$ cat config.mk
export PLATFORM = sky130hd
export DESIGN_NAME = tqla_scale
export DESIGN_NICKNAME = d
export VERILOG_FILES = /design/src/design/tqla_pkg.sv /design/src/design/tqla_scale.sv
export SDC_FILE = /design/constraint.sdc
export NUM_CORES = 1
export LEC_CHECK = 0
export BUFFER_PORTS_ARGS = -buffer_cell sky130_fd_sc_hd__buf_2
export CAP_MARGIN = 20
export CORE_UTILIZATION = 40
export DETAILED_ROUTE_END_ITERATION = 16
export GPL_ROUTABILITY_DRIVEN = 0
export HOLD_SLACK_MARGIN = 0.05
export PLACE_DENSITY = 0.62
export SKIP_CTS_REPAIR_TIMING = 1
export SLEW_MARGIN = 40
export SYNTH_ARGS = -nofsm -noshare
export SYNTH_HDL_FRONTEND = slang
export SYNTH_SLANG_ARGS = --single-unit
$ cat constraint.sdc
create_clock -name clock -period 8.8 [get_ports clock]
set_clock_uncertainty 0.15 [all_clocks]
set_input_delay 0.44 -clock clock [delete_from_list [all_inputs] [get_ports clock]]
set_output_delay 0.44 -clock clock [all_outputs]
set_load 0.05 [all_outputs]
$ cat src/design/tqla_pkg.sv
// shared constants, codes and types of the tabular q-learning agent
package tqla_pkg;

   localparam int NUM_STATES_DEF  = 256;
   localparam int NUM_ACTIONS_DEF = 4;
   localparam int VALUE_WIDTH_DEF = 32;

   localparam int FRAC_BITS   = 16;
   localparam int COEF_W      = 16;
   localparam int THRESH_W    = 17;
   localparam int REWARD_W    = 32;
   localparam int RSUM_W      = 48;
   localparam int COUNT_W     = 32;
   localparam int STATE_IDX_W = 8;
   localparam int ACTION_W    = 2;
   localparam int DRAW_W      = 16;
   localparam int OPCODE_W    = 2;
   localparam int CSR_INDEX_W = 2;
   localparam int CSR_DATA_W  = 17;

   localparam int REQ_TDATA_W = 72;
   localparam int RSP_FIELD_W = ACTION_W + 1 + COUNT_W + RSUM_W + COUNT_W;
   localparam int RSP_TDATA_W = 120;
   localparam int RSP_PAD_W   = RSP_TDATA_W - RSP_FIELD_W;

   localparam logic [OPCODE_W-1:0] OP_DECIDE = 2'd0;
   localparam logic [OPCODE_W-1:0] OP_TRAIN  = 2'd1;
   localparam logic [OPCODE_W-1:0] OP_CLEAR  = 2'd2;
   localparam logic [OPCODE_W-1:0] OP_UNUSED = 2'd3;

   localparam logic [CSR_INDEX_W-1:0] CSR_LEARN_RATE = 2'd0;
   localparam logic [CSR_INDEX_W-1:0] CSR_DISCOUNT   = 2'd1;
   localparam logic [CSR_INDEX_W-1:0] CSR_EXPLORE    = 2'd2;

   localparam logic [COEF_W-1:0]   LEARN_RATE_RST = 16'd13107;
   localparam logic [COEF_W-1:0]   DISCOUNT_RST   = 16'd58982;
   localparam logic [THRESH_W-1:0] EXPLORE_RST    = 17'd6554;

   typedef struct packed {
      logic              start;
      logic [COEF_W-1:0] coef;
   } scale_req_type;

endpackage

$ cat src/design/tqla_scale.sv
// shared multi-cycle scaler: floor(coef * operand / 2^16) over two partial products
module tqla_scale #(
   parameter int DIFF_W = 34
) (
   input  logic                        clock,
   input  logic                        reset,
   input  tqla_pkg::scale_req_type     cmd,
   input  logic signed [DIFF_W-1:0]    operand,
   output logic                        done,
   output logic signed [DIFF_W-1:0]    result
);

   import tqla_pkg::*;

   localparam int LO_W   = (DIFF_W + 1) / 2;
   localparam int MB_W   = LO_W + 1;
   localparam int PROD_W = COEF_W + 1 + MB_W;
   localparam int ACC_W  = DIFF_W + COEF_W + 1;

   localparam logic [1:0] PH_IDLE = 2'd0;
   localparam logic [1:0] PH_LO   = 2'd1;
   localparam logic [1:0] PH_HI   = 2'd2;
   localparam logic [1:0] PH_ACC  = 2'd3;

   logic [1:0]               ph_ff, ph_in;
   logic                     done_ff, done_in;
   logic [COEF_W-1:0]        coef_ff, coef_in;
   logic signed [DIFF_W-1:0] opnd_ff, opnd_in;
   logic signed [PROD_W-1:0] prod_ff, prod_in;
   logic signed [ACC_W-1:0]  acc_ff, acc_in;
   logic signed [MB_W-1:0]   lo_ext, hi_ext, mul_b;

   always_comb begin
      lo_ext  = $signed({1'b0, opnd_ff[LO_W-1:0]});
      hi_ext  = MB_W'($signed(opnd_ff[DIFF_W-1:LO_W]));
      mul_b   = (ph_ff == PH_LO) ? lo_ext : hi_ext;
      prod_in = $signed({1'b0, coef_ff}) * mul_b;

      ph_in   = ph_ff;
      done_in = 1'b0;
      coef_in = coef_ff;
      opnd_in = opnd_ff;
      acc_in  = acc_ff;

      unique case (ph_ff)
         PH_IDLE: begin
            if (cmd.start) begin
               coef_in = cmd.coef;
               opnd_in = operand;
               ph_in   = PH_LO;
            end
         end
         PH_LO: begin
            ph_in = PH_HI;
         end
         PH_HI: begin
            acc_in = ACC_W'(prod_ff);
            ph_in  = PH_ACC;
         end
         PH_ACC: begin
            acc_in  = acc_ff + (ACC_W'(prod_ff) <<< LO_W);
            done_in = 1'b1;
            ph_in   = PH_IDLE;
         end
         default: begin
            ph_in = PH_IDLE;
         end
      endcase
   end

   always_ff @(posedge clock) begin
      if (reset) begin
         ph_ff   <= PH_IDLE;
         done_ff <= 1'b0;
      end else begin
         ph_ff   <= ph_in;
         done_ff <= done_in;
      end
      coef_ff <= coef_in;
      opnd_ff <= opnd_in;
      prod_ff <= prod_in;
      acc_ff  <= acc_in;
   end

   assign done   = done_ff;
   assign result = DIFF_W'(acc_ff >>> FRAC_BITS);

endmodule

[Word-level counts from Yosys, hierarchy flattened]
Index checks and enable logic that the tools add are counted.
Storage, ports and cells
  register bits: 139
  input bits: 53
  latch bits: 0
  memory bits (writable): 0
  output and inout port bits: 35
  memory bits (read-only): 0
  memories kept: 0
Cells by class
  reduce and logical (&&, ||, !) cells: 3
  $lt $le $gt $ge: 0
  shift-type cells: 0
  multiply operators: 1
  bitwise gates (word level): 0
  muxes and demuxes: 5
  add/subtract/negate cells: 1
  equal/unequal tests: 4
  div/mod/pow operators: 0
Operator list (number)
  $pmux W51 S2: 1
  $add A51 B51 Y51: 1
  $mul A17 B18 Y35: 1
  $mux W18: 1
  $pmux W2 S4: 1
  $eq A2 B2 Y1 const B: 2
  $eq A2 B1 Y1 const B: 1
  $logic_not A2 Y1: 1
  $mux W2: 1
  $ne A2 B2 Y1 const B: 1
  $reduce_and A2 Y1: 1
  $reduce_bool A2 Y1: 1
  $mux W1: 1

[Logic depth before layout (Yosys ltp)]
Gate-level depths: netlist (run 1).
  depth in word-level cells: 3
  depth in mapped cells: 30
  mapped depth without buffers: 26

[Worst setup path after synthesis (run 1)]
OpenSTA, ideal clock, no wires.
  path type: reg-to-reg
  start point: reg ph_ff[1]
  end point: reg prod_ff[25]
  setup slack: 1594 ps
  data required time: 8530 ps
  arrival: 6936 ps
  stages on the path, launching flop included: 29
  period minus slack after synthesis: 7206 ps
  library setup time: 120 ps
  path through: dfxtp_1 -> inv_1 -> ha_1 -> clkbuf_1 -> buf_1 -> mux2_2 -> clkbuf_1 -> nand2_1 -> fa_1 -> inv_1 -> fa_1 -> inv_1 -> fa_1 -> inv_1 -> fa_1 -> fa_1 -> inv_1 -> fa_1 -> inv_1 -> ha_1 -> clkbuf_1 -> or3b_2 -> a21oi_1 -> a211oi_1 -> nor2_1 -> o21ai_1 -> a21boi_0 -> nor4b_1 -> a211o_1
On the way
  cells in the longest elaborated chain, start to end: 3
Ends and longest elaborated chain
  from (decl): RTL line tqla_scale.sv:25  | logic [1:0] ph_ff, ph_in;
  from (signal assigned): RTL line tqla_scale.sv:76  | ph_ff <= ph_in;
  $eq A2 B1 Y1: RTL line tqla_scale.sv:36  | mul_b = (ph_ff == PH_LO) ? lo_ext : hi_ext;
  $mux W18: RTL line tqla_scale.sv:36
  $mul A17 B18 Y35: RTL line tqla_scale.sv:37  | prod_in = $signed({1'b0, coef_ff}) * mul_b;
  net prod_in[25]: RTL line tqla_scale.sv:29  | logic signed [PROD_W-1:0] prod_ff, prod_in;
  to (signal assigned): RTL line tqla_scale.sv:81  | prod_ff <= prod_in;
  to (decl): RTL line tqla_scale.sv:29
The timed path passes the listed nets, and every way through them passes these cells.
A chain may end at the register's enable or synchronous reset.

[Final worst setup path (run 1)]
  start point: reg ph_ff[1]
  end point: reg prod_ff[33]
The elaborated chain is that of the path after synthesis.

==> flow_metrics.tcl, run 1 <==
set metrics [dict create \
    fp-row-count 74 \
    dp_hpwl_um 31200 \
    critPathKind "register to register" \
    required_ns 9.03 \
    n_antenna_cell 0 \
    synth-seq-cells 122 \
    final_nets 2251 \
    r2r_slack_ns 1.00 \
    ys_types 58 \
    fmax_mhz 128 \
    drive_gt1_share_pct 9.55 \
    totalWireLength_um 39200 \
    rsz0062_at_grt "no" \
    dieWidth_um 205 \
    tightest_slew_ns 0.854 \
    ctsRootBufferMaster "clkbuf_16" \
    port_buffers 87 \
    critPathLaunchType "register" \
    ys_async_sr_fraction_pct 0 \
    critPathMaxFanout 16 \
    route.detailed.drc 0 \
    yosys_warnings 0 \
    final-setup-viol-count 0 \
    synthTopCellsByCount "inv_1 (382), fa_1 (294), nand2_1 (198)" \
    cp_cell_sequence "inv_1 -> ha_1 -> buf_4 -> mux2_2 -> and2_1 -> fa_1 -> inv_1 -> fa_1 -> fa_1 -> inv_1 -> fa_1 -> fa_1 -> inv_1 -> fa_1 -> inv_1 -> ha_1 -> a21o_1 -> a31oi_1 -> nand3_1 -> a2111oi_2 -> o31ai_1 -> a211o_1 -> a21oi_1 -> xnor2_1" \
    end_kind "register" \
    status "finished, final reports clean" \
    synthFlopType "edfxtp_1" \
    relSlewSlack_pct 43.1 \
    cts_tree "built" \
    synthCells 1671 \
    floorplan.io_pins 88 \
    crit_slowest_cell "ha_1" \
    drt_iter0_drc 641 \
    wire_per_inst_um 16.9 \
    setup_tns_ns 0 \
    cts.sinks 122 \
    synth_top_area_cell "fa_1" \
    fp.coreArea_um2 40800 \
    critPathArrivalTime_ns 8.03 \
    synth_nets 2144 \
    cts-htree-levels 4 \
    hold_class "input pin to register" \
    firstDrtPassIters 5 \
    fin_crit_sh_pct 88.6 \
    via_per_inst 4.95 \
    clk_pin_slew_worst_paths_ns 0.06 \
    antenna_found_initial 0 \
    synth_area_um2 16500 \
    grt-ovfl-total 0 \
    max_stage_delay_ns 0.73 \
    grt_pass1_wl_um 64100 \
    postRouteAntennaNets 0 \
    synthTopCellsByArea "fa_1 (36%), edfxtp_1 (15%), ha_1 (9.5%)" \
    initial_core_util_pct 40.5 \
    cts_buffers 17 \
    synth_edf_count 84 \
    clk_latency_ns 0.45 \
    netlist.area_leader.share_pct 35.6 \
    ys_seq_area_share_pct 19.9 \
    synthToLayoutAreaGrowth_pct 12.7 \
    synth_most_common_cell "inv_1" \
    grt_use_total_pct 20.0 \
    slew_violations 0 \
    die_area_um2 42200 \
    drv_cap 0 \
    vias 11500 \
    fin_crit_ns 7.80 \
    final_hold_viol_count 0 \
    cts_buffer_depth 2 \
    chipHeight_um 205 \
    synth.avg_cell_area_um2 9.90 \
    crit_path_frequent_cell "fa_1" \
    grt_pass1_vias 12600 \
    grt_start_max_net_pins 51 \
    num-fill-cells 3827 \
]
critical path: cells and delay by family (launching register included):
kind                       cells  cell delay [ns]
adders and majority gates      8             4.05
DFF                            1             0.34
and+or+nand+nor                2             0.38
AOI/OAI and AO/OA              6             1.55
buffers and inverters          6             0.60
xor gates and xnor gates       1             0.14
muxes                          1             0.48
placed cells by master (no fill, tap or decap), drive strengths merged, types with 4 or more instances in the layout:
cell	n
fa	294
mux2i	4
o21bai	6
dlygate4sd3	50
o211ai	9
inv	388
xor2	19
edfxtp	84
nor2b	9
o21ai	28
nand3b	4
clkinv	5
a21oi	55
clkbuf	18
nand2	198
a211oi	8
and3	7
nand4	5
nor3	6
nand3	15
a31oi	5
a211o	4
dfxtp	38
buf	96
and2	121
a21o	39
mux2	31
xnor2	46
o21a	5
nand2b	9
ha	126
nor2	27
per-layer routing:
| metal | GRT usage, % | vias to the layer above | routed length, um |
|---|---|---|---|
| li1 | - | 5355 | - |
| met1 | 24.1 | 5764 | 16400 |
| met2 | 34.3 | 313 | 19100 |
| met3 | 3.26 | 76 | 1920 |
| met4 | 10.6 | 0 | 1850 |
| met5 | 0 | - | 0 |
worst paths after layout:
| check | start | endpoint | depth (start not counted) |
|---|---|---|---|
| max | ph_ff[1] | prod_ff[33] | 24 |
| min | reset | ph_ff[1] | 2 |
| max reg2reg | ph_ff[1] | prod_ff[33] | 24 |
| min reg2reg | prod_ff[33] | acc_ff[33] | 1 |
cells by family after synthesis:
kind of cell / after synthesis / share of synthesized area, %
compound gates: 180 / 7.17
xor+xnor: 65 / 3.44
fa+ha+maj: 420 / 45.1
buf+inv: 440 / 10.0
flops: 122 / 19.9
mux: 35 / 2.35
simple gates: 409 / 12.1
cell type report:
class                      instances  area, um2  area share, %
clock buffer                      18        450           2.42
clock inverter                    14        183          0.980
inverter                         382       1430           7.70
multi-input combinational       1109      11600           62.3
sequential                       122       3280           17.6
tap                              532        666           3.57
timing repair buffer             146       1010           5.43
stage by stage:
step	setup WS (ns)	hold WS, ns	area [um2]	util [%]	instances
finish	1.00	0.0857	18600	45.6	2323
global route	0.648	0.0769	18600	45.6	2323
CTS	0.975	-0.0131	18100	44.3	2271
detailed placement	0.983	0.416	17500	42.8	2239
global placement	1.17	0.384	17500	42.8	2239
floorplan	1.59	0.359	16500	-	1671
registers in the layout, summed over array words and instances (netlist names):
register and cells:
acc_ff 34, coef_ff 16, done 1, opnd_ff 34
ph_ff 2, prod_ff 35
Power of run 1 is not shown: default switching activity piles up to over one toggle a cycle in this logic, so the estimate is an artifact.
==> run 2, diff against run 1 <==
--- a/config.mk
+++ b/config.mk
@@ -5,13 +5,14 @@
 export SDC_FILE = /design/constraint.sdc
 export NUM_CORES = 1
 export LEC_CHECK = 0
+export ABC_AREA = 1
 export BUFFER_PORTS_ARGS = -buffer_cell sky130_fd_sc_hd__buf_2
 export CAP_MARGIN = 20
-export CORE_UTILIZATION = 40
+export CORE_UTILIZATION = 55
 export DETAILED_ROUTE_END_ITERATION = 16
 export GPL_ROUTABILITY_DRIVEN = 0
 export HOLD_SLACK_MARGIN = 0.05
-export PLACE_DENSITY = 0.62
+export PLACE_DENSITY = 0.79
 export SKIP_CTS_REPAIR_TIMING = 1
 export SLEW_MARGIN = 40
 export SYNTH_ARGS = -nofsm -noshare
==> flow_metrics.tcl, run 2 <==
set metrics [dict create \
    setup_tns_ns 0 \
    synthMuxAreaShare_pct 0 \
    max_stage_delay_ns 0.53 \
    critPathMaxFanout 17 \
    synth_xor_area_share_pct 1.74 \
    status "finished, final reports clean" \
    worst_hold_path.endpoint "done" \
    cts_buffers 17 \
    cts.sinks 122 \
    synth.avg_cell_area_um2 8.05 \
    fmax_mhz 143 \
    min_path_cells 2 \
    relSlewSlack_pct 47.3 \
    hold_class "input pin to register" \
    largest_reg_flops 35 \
    num-fill-cells 2657 \
    initial_core_util_pct 55.7 \
    drv_cap 0 \
    reg2reg_depth 26 \
    rr_endpoint "prod_ff[32]" \
    cts_buffer_depth 2 \
    end_kind "register" \
    required_ns 8.99 \
    synth_compound_area_share_pct 4.13 \
    clk_latency_ns 0.44 \
    grt_pass1_vias 15600 \
    hold_start "reset" \
    final_cell_mix "inv_1 (559), nand2_1 (546), fa_1 (294)" \
    die_area_um2 33600 \
    critPathArrivalTime_ns 7.17 \
    synth-adder-area-share_pct 41.3 \
    fp-row-count 66 \
    n_antenna_cell 0 \
    synthCells 2247 \
    synthTopCellsByCount "inv_1 (560), nand2_1 (546), fa_1 (294)" \
    synth_top_family_by_area "adder cells" \
    ys_seq_area_share_pct 18.1 \
    floorplan.io_pins 88 \
    route.detailed.drc 0 \
    slew_violations 0 \
    final-seq-area_um2 3280 \
    critPathKind "register to register" \
    firstDrtPassIters 9 \
    clk_pin_slew_worst_paths_ns 0.06 \
    crit_slowest_cell "fa_1" \
    top_register "prod_ff" \
    crit_path_frequent_cell "nand2_1" \
    ctsRootBufferMaster "clkbuf_16" \
    final_nets 2835 \
    grt_start_max_net_pins 51 \
    dieWidth_um 183 \
    wire_per_inst_um 17.0 \
    drt_iter0_drc 1072 \
    critPathLaunchType "register" \
    multi_input_area_um2 12400 \
    dp_hpwl_um 38300 \
    fin_crit_ns 6.98 \
    mostFrequentLayoutCell "inv_1" \
    synth_nets 2720 \
    largest_registers "prod_ff x35, acc_ff x34, opnd_ff x34" \
    final_hold_viol_count 0 \
    final-setup-viol-count 0 \
    tightest_slew_ns 0.790 \
    fin_area_um2 20000 \
    drive_gt1_share_pct 9.31 \
    grt_pass1_wl_um 76600 \
    vias 15100 \
    synthTopCellsByArea "fa_1 (33%), edfxtp_1 (14%), inv_1 (12%)" \
    fin_crit_sh_pct 79.4 \
    chipHeight_um 183 \
    fp.coreArea_um2 32500 \
    rsz0062_at_grt "no" \
    synth_most_common_cell "inv_1" \
    cts_tree "built" \
    synthFlopType "edfxtp_1" \
    synth_top_area_cell "fa_1" \
    synth_area_um2 18100 \
    antenna_found_initial 0 \
    r2r_slack_ns 1.82 \
    synth_edf_count 84 \
    port_buffers 87 \
    synthSimpleGateAreaFrac_pct 21.4 \
    totalWireLength_um 47900 \
    netlist.area_leader.share_pct 32.5 \
    reg2reg_from "ph_ff[1]" \
    synth-seq-cells 122 \
    synthToLayoutAreaGrowth_pct 10.6 \
    grt_use_total_pct 29.8 \
    postRouteAntennaNets 0 \
    ys_types 45 \
    yosys_warnings 0 \
    via_per_inst 5.35 \
    cts-htree-levels 4 \
    dpl-instance-area_um2 18900 \
    ys_async_sr_fraction_pct 0 \
    grt-ovfl-total 0 \
]
==> run 2: cell types whose count changed after synthesis, moves of 27 or more <==
cell | before | now
mux2_2 | 31 | 0
nor2_1 | 27 | 192
inv_1 | 382 | 560
and2_1 | 120 | 6
nand2_1 | 198 | 546
a21o_1 | 39 | 5
xnor2_1 | 46 | 19
nand3_1 | 15 | 83
==> run 2: logic make-up after synthesis <==
| group | after synthesis |
|---|---|
| AOI/OAI and AO/OA | 119 |
| xor gates and xnor gates | 36 |
| adders and majority gates | 420 |
| buffers and inverters | 628 |
| DFF | 122 |
| and+or+nand+nor | 922 |
==> run 2: final cells by class <==
cell class | instances | area share (%)
multi-input cells | 1497 | 62.0
flip-flops and latches | 122 | 16.4
inverters | 583 | 11.0
repair buffers | 141 | 4.83
well taps | 442 | 2.76
clock buffers | 22 | 2.59
clock inverters | 10 | 0.488
==> run 2: worst max-delay path by stage <==
stage / from / to / cells past startpoint
floorplan: ph_ff[1] / prod_ff[31] / 26
global placement: ph_ff[1] / prod_ff[24] / 24
detailed placement: ph_ff[1] / prod_ff[31] / 23
CTS: ph_ff[1] / prod_ff[31] / 23
global route: ph_ff[1] / prod_ff[31] / 23
finish: ph_ff[1] / prod_ff[32] / 26
==> run 2: through the flow <==
step | instances | hold slack [ns] | setup WS (ns) | utilization, %
global placement | 2735 | 0.391 | 1.99 | 58.2
global route | 2817 | 0.0972 | 1.36 | 61.6
detailed placement | 2735 | 0.389 | 1.95 | 58.2
floorplan | 2247 | 0.329 | 2.74 | -
CTS | 2767 | 0.00610 | 1.90 | 60.1
finish | 2817 | 0.0775 | 1.82 | 61.6
==> run 2: metal layers <==
layer  GRT usage, %  up-vias  routed length (um)
li1               -     6852                   -
met1           36.3     7245               17900
met2           49.8      802               23100
met3           6.16      181                4300
met4           15.6        0                2550
met5              0        -                   0
==> run 2: worst max-delay path: cells and delay by family (launching register included) <==
kind            cells  cell delay, ns
fa+ha+maj           8            3.58
compound gates      4            1.11
simple gates        7            0.90
buf+inv             7            0.80
flops               1            0.33
Power of run 2 is left out for the same reason.
==> run 3, diff against run 2 <==
--- a/config.mk
+++ b/config.mk
@@ -12,7 +12,7 @@
 export DETAILED_ROUTE_END_ITERATION = 16
 export GPL_ROUTABILITY_DRIVEN = 0
 export HOLD_SLACK_MARGIN = 0.05
-export PLACE_DENSITY = 0.79
+export PLACE_DENSITY = 0.81
 export SKIP_CTS_REPAIR_TIMING = 1
 export SLEW_MARGIN = 40
 export SYNTH_ARGS = -nofsm -noshare
==> constraint.sdc (replaced) <==
create_clock -name clock -period 5.95 [get_ports clock]
set_clock_uncertainty 0.15 [all_clocks]
set_input_delay 0.2975 -clock clock [delete_from_list [all_inputs] [get_ports clock]]
set_output_delay 0.2975 -clock clock [all_outputs]
set_load 0.05 [all_outputs]
==> flow_metrics.tcl, run 3 (synthesis gave the netlist of run 2 again) <==
set metrics [dict create \
    drv_cap 0 \
    largest_reg_flops 35 \
    clk_latency_ns 0.48 \
    fp.coreArea_um2 32500 \
    totalWireLength_um 54600 \
    final_hold_viol_count 0 \
    floorplan.io_pins 88 \
    port_buffers 87 \
    grt_pass1_vias 16300 \
    cts-htree-levels 4 \
    final_nets 3011 \
    end_kind "register" \
    r2r_slack_ns -0.18 \
    top_register "prod_ff" \
    hold_class "input pin to register" \
    postRouteAntennaNets 0 \
    fp-row-count 66 \
    fmax_mhz 163 \
    chipHeight_um 183 \
    multi_input_area_um2 13200 \
    vias 16400 \
    mostFrequentLayoutCell "inv_1" \
    critPathArrivalTime_ns 6.34 \
    dp_hpwl_um 39900 \
    fin_util_pct 68.5 \
    final-setup-viol-count 20 \
    status "complete, but fails checks" \
    critPathKind "register to register" \
    final_cell_mix "inv_1 (532), nand2_1 (520), fa_1 (283)" \
    slew_violations 0 \
    drt_iter0_drc 1644 \
    cts.sinks 122 \
    firstDrtPassIters 12 \
    grt_use_total_pct 30.9 \
    antenna_found_initial 0 \
    rsz0062_at_grt "yes" \
    final-seq-area_um2 3290 \
    synthToLayoutAreaGrowth_pct 22.9 \
    critPathMaxFanout 10 \
    cts_tree "built" \
    clk_pin_slew_worst_paths_ns 0.08 \
    cts_buffer_depth 2 \
    initial_core_util_pct 55.7 \
    fin_crit_ns 6.13 \
    timing.final.ws_setup_ns -0.177 \
    via_per_inst 5.49 \
    grt-ovfl-total 0 \
    fin_cells 2993 \
    required_ns 6.16 \
    relSlewSlack_pct 54.2 \
    cts_buffers 17 \
    grt_start_max_net_pins 51 \
    largest_registers "prod_ff x35, acc_ff x34, opnd_ff x34" \
    wire_per_inst_um 18.3 \
    dieWidth_um 183 \
    num-fill-cells 2217 \
    fin_crit_sh_pct 103 \
    tightest_slew_ns 0.688 \
    place_ws_ns -0.481 \
    die_area_um2 33600 \
    route.detailed.drc 0 \
    drive_gt1_share_pct 21.8 \
    placed_cells 2889 \
    violations "setup timing" \
    ctsRootBufferMaster "clkbuf_16" \
    n_antenna_cell 0 \
    grt_pass1_wl_um 79500 \
    critPathLaunchType "register" \
]
run 3: cell count changes in the layout (fill, tap and decap cells not counted), moves of 23 or more:
| cell | previous run | this run |
|---|---|---|
| ha_1 | 125 | 102 |
| nand2_1 | 546 | 520 |
| a21oi_1 | 52 | 28 |
| buf_4 | 4 | 160 |
| inv_1 | 559 | 532 |
| a21oi_2 | 2 | 25 |
| nor2_1 | 192 | 167 |
run 3: cell type report:
class                      count  share of cell area [%]
sequential                   122                    14.8
inverter                     583                    10.0
clock buffer                  17                    1.91
clock inverter                15                   0.591
timing repair buffer         317                    11.0
multi-input combinational   1497                    59.3
tap                          442                    2.49
run 3: through the flow:
stage | hold WS, ns | cell area [um2] | TNS (ns)
after floorplan | 0.220 | 18100 | 0
after global placement | 0.324 | 20100 | -4.21
after detailed placement | 0.326 | 20100 | -6.35
after CTS | -0.161 | 20700 | -7.58
after global routing | 0.155 | 22200 | -4.62
final | 0.126 | 22200 | -1.76
run 3: path summary, 6_finish.rpt:
path          startpoint          end  cells past startpoint
max             ph_ff[1]  prod_ff[22]                     27
min              cmd[16]     ph_ff[1]                      4
max reg2reg     ph_ff[1]  prod_ff[22]                     27
min reg2reg  prod_ff[33]   acc_ff[33]                      2
run 3: critical path: stages (launching register included):
cell and delay (ns):
dfxtp_2 0.34, inv_2 0.05, ha_4 0.19, buf_12 0.16
buf_12 0.13, o21ai_4 0.26, buf_6 0.14, nor2_1 0.04
fa_1 0.48, inv_1 0.05, fa_1 0.45, fa_1 0.49
inv_1 0.14, fa_1 0.55, fa_1 0.54, inv_2 0.04
fa_1 0.51, inv_2 0.05, ha_4 0.30, inv_1 0.06
o21ai_2 0.20, nor2_2 0.08, nor2_2 0.18, nor2_2 0.07
nand2_4 0.11, nand2_2 0.07, nand3_1 0.07, nand2_1 0.07
run 3: metal layers:
layer	part of all wire, %	up-vias	GRT usage (%)
met5	0	-	0
met4	6.8	0	18.1
met3	10	304	5.18
met2	48	1057	51.5
met1	35	7868	38.0
li1	-	7213	-
Power of run 3 is left out for the same reason.
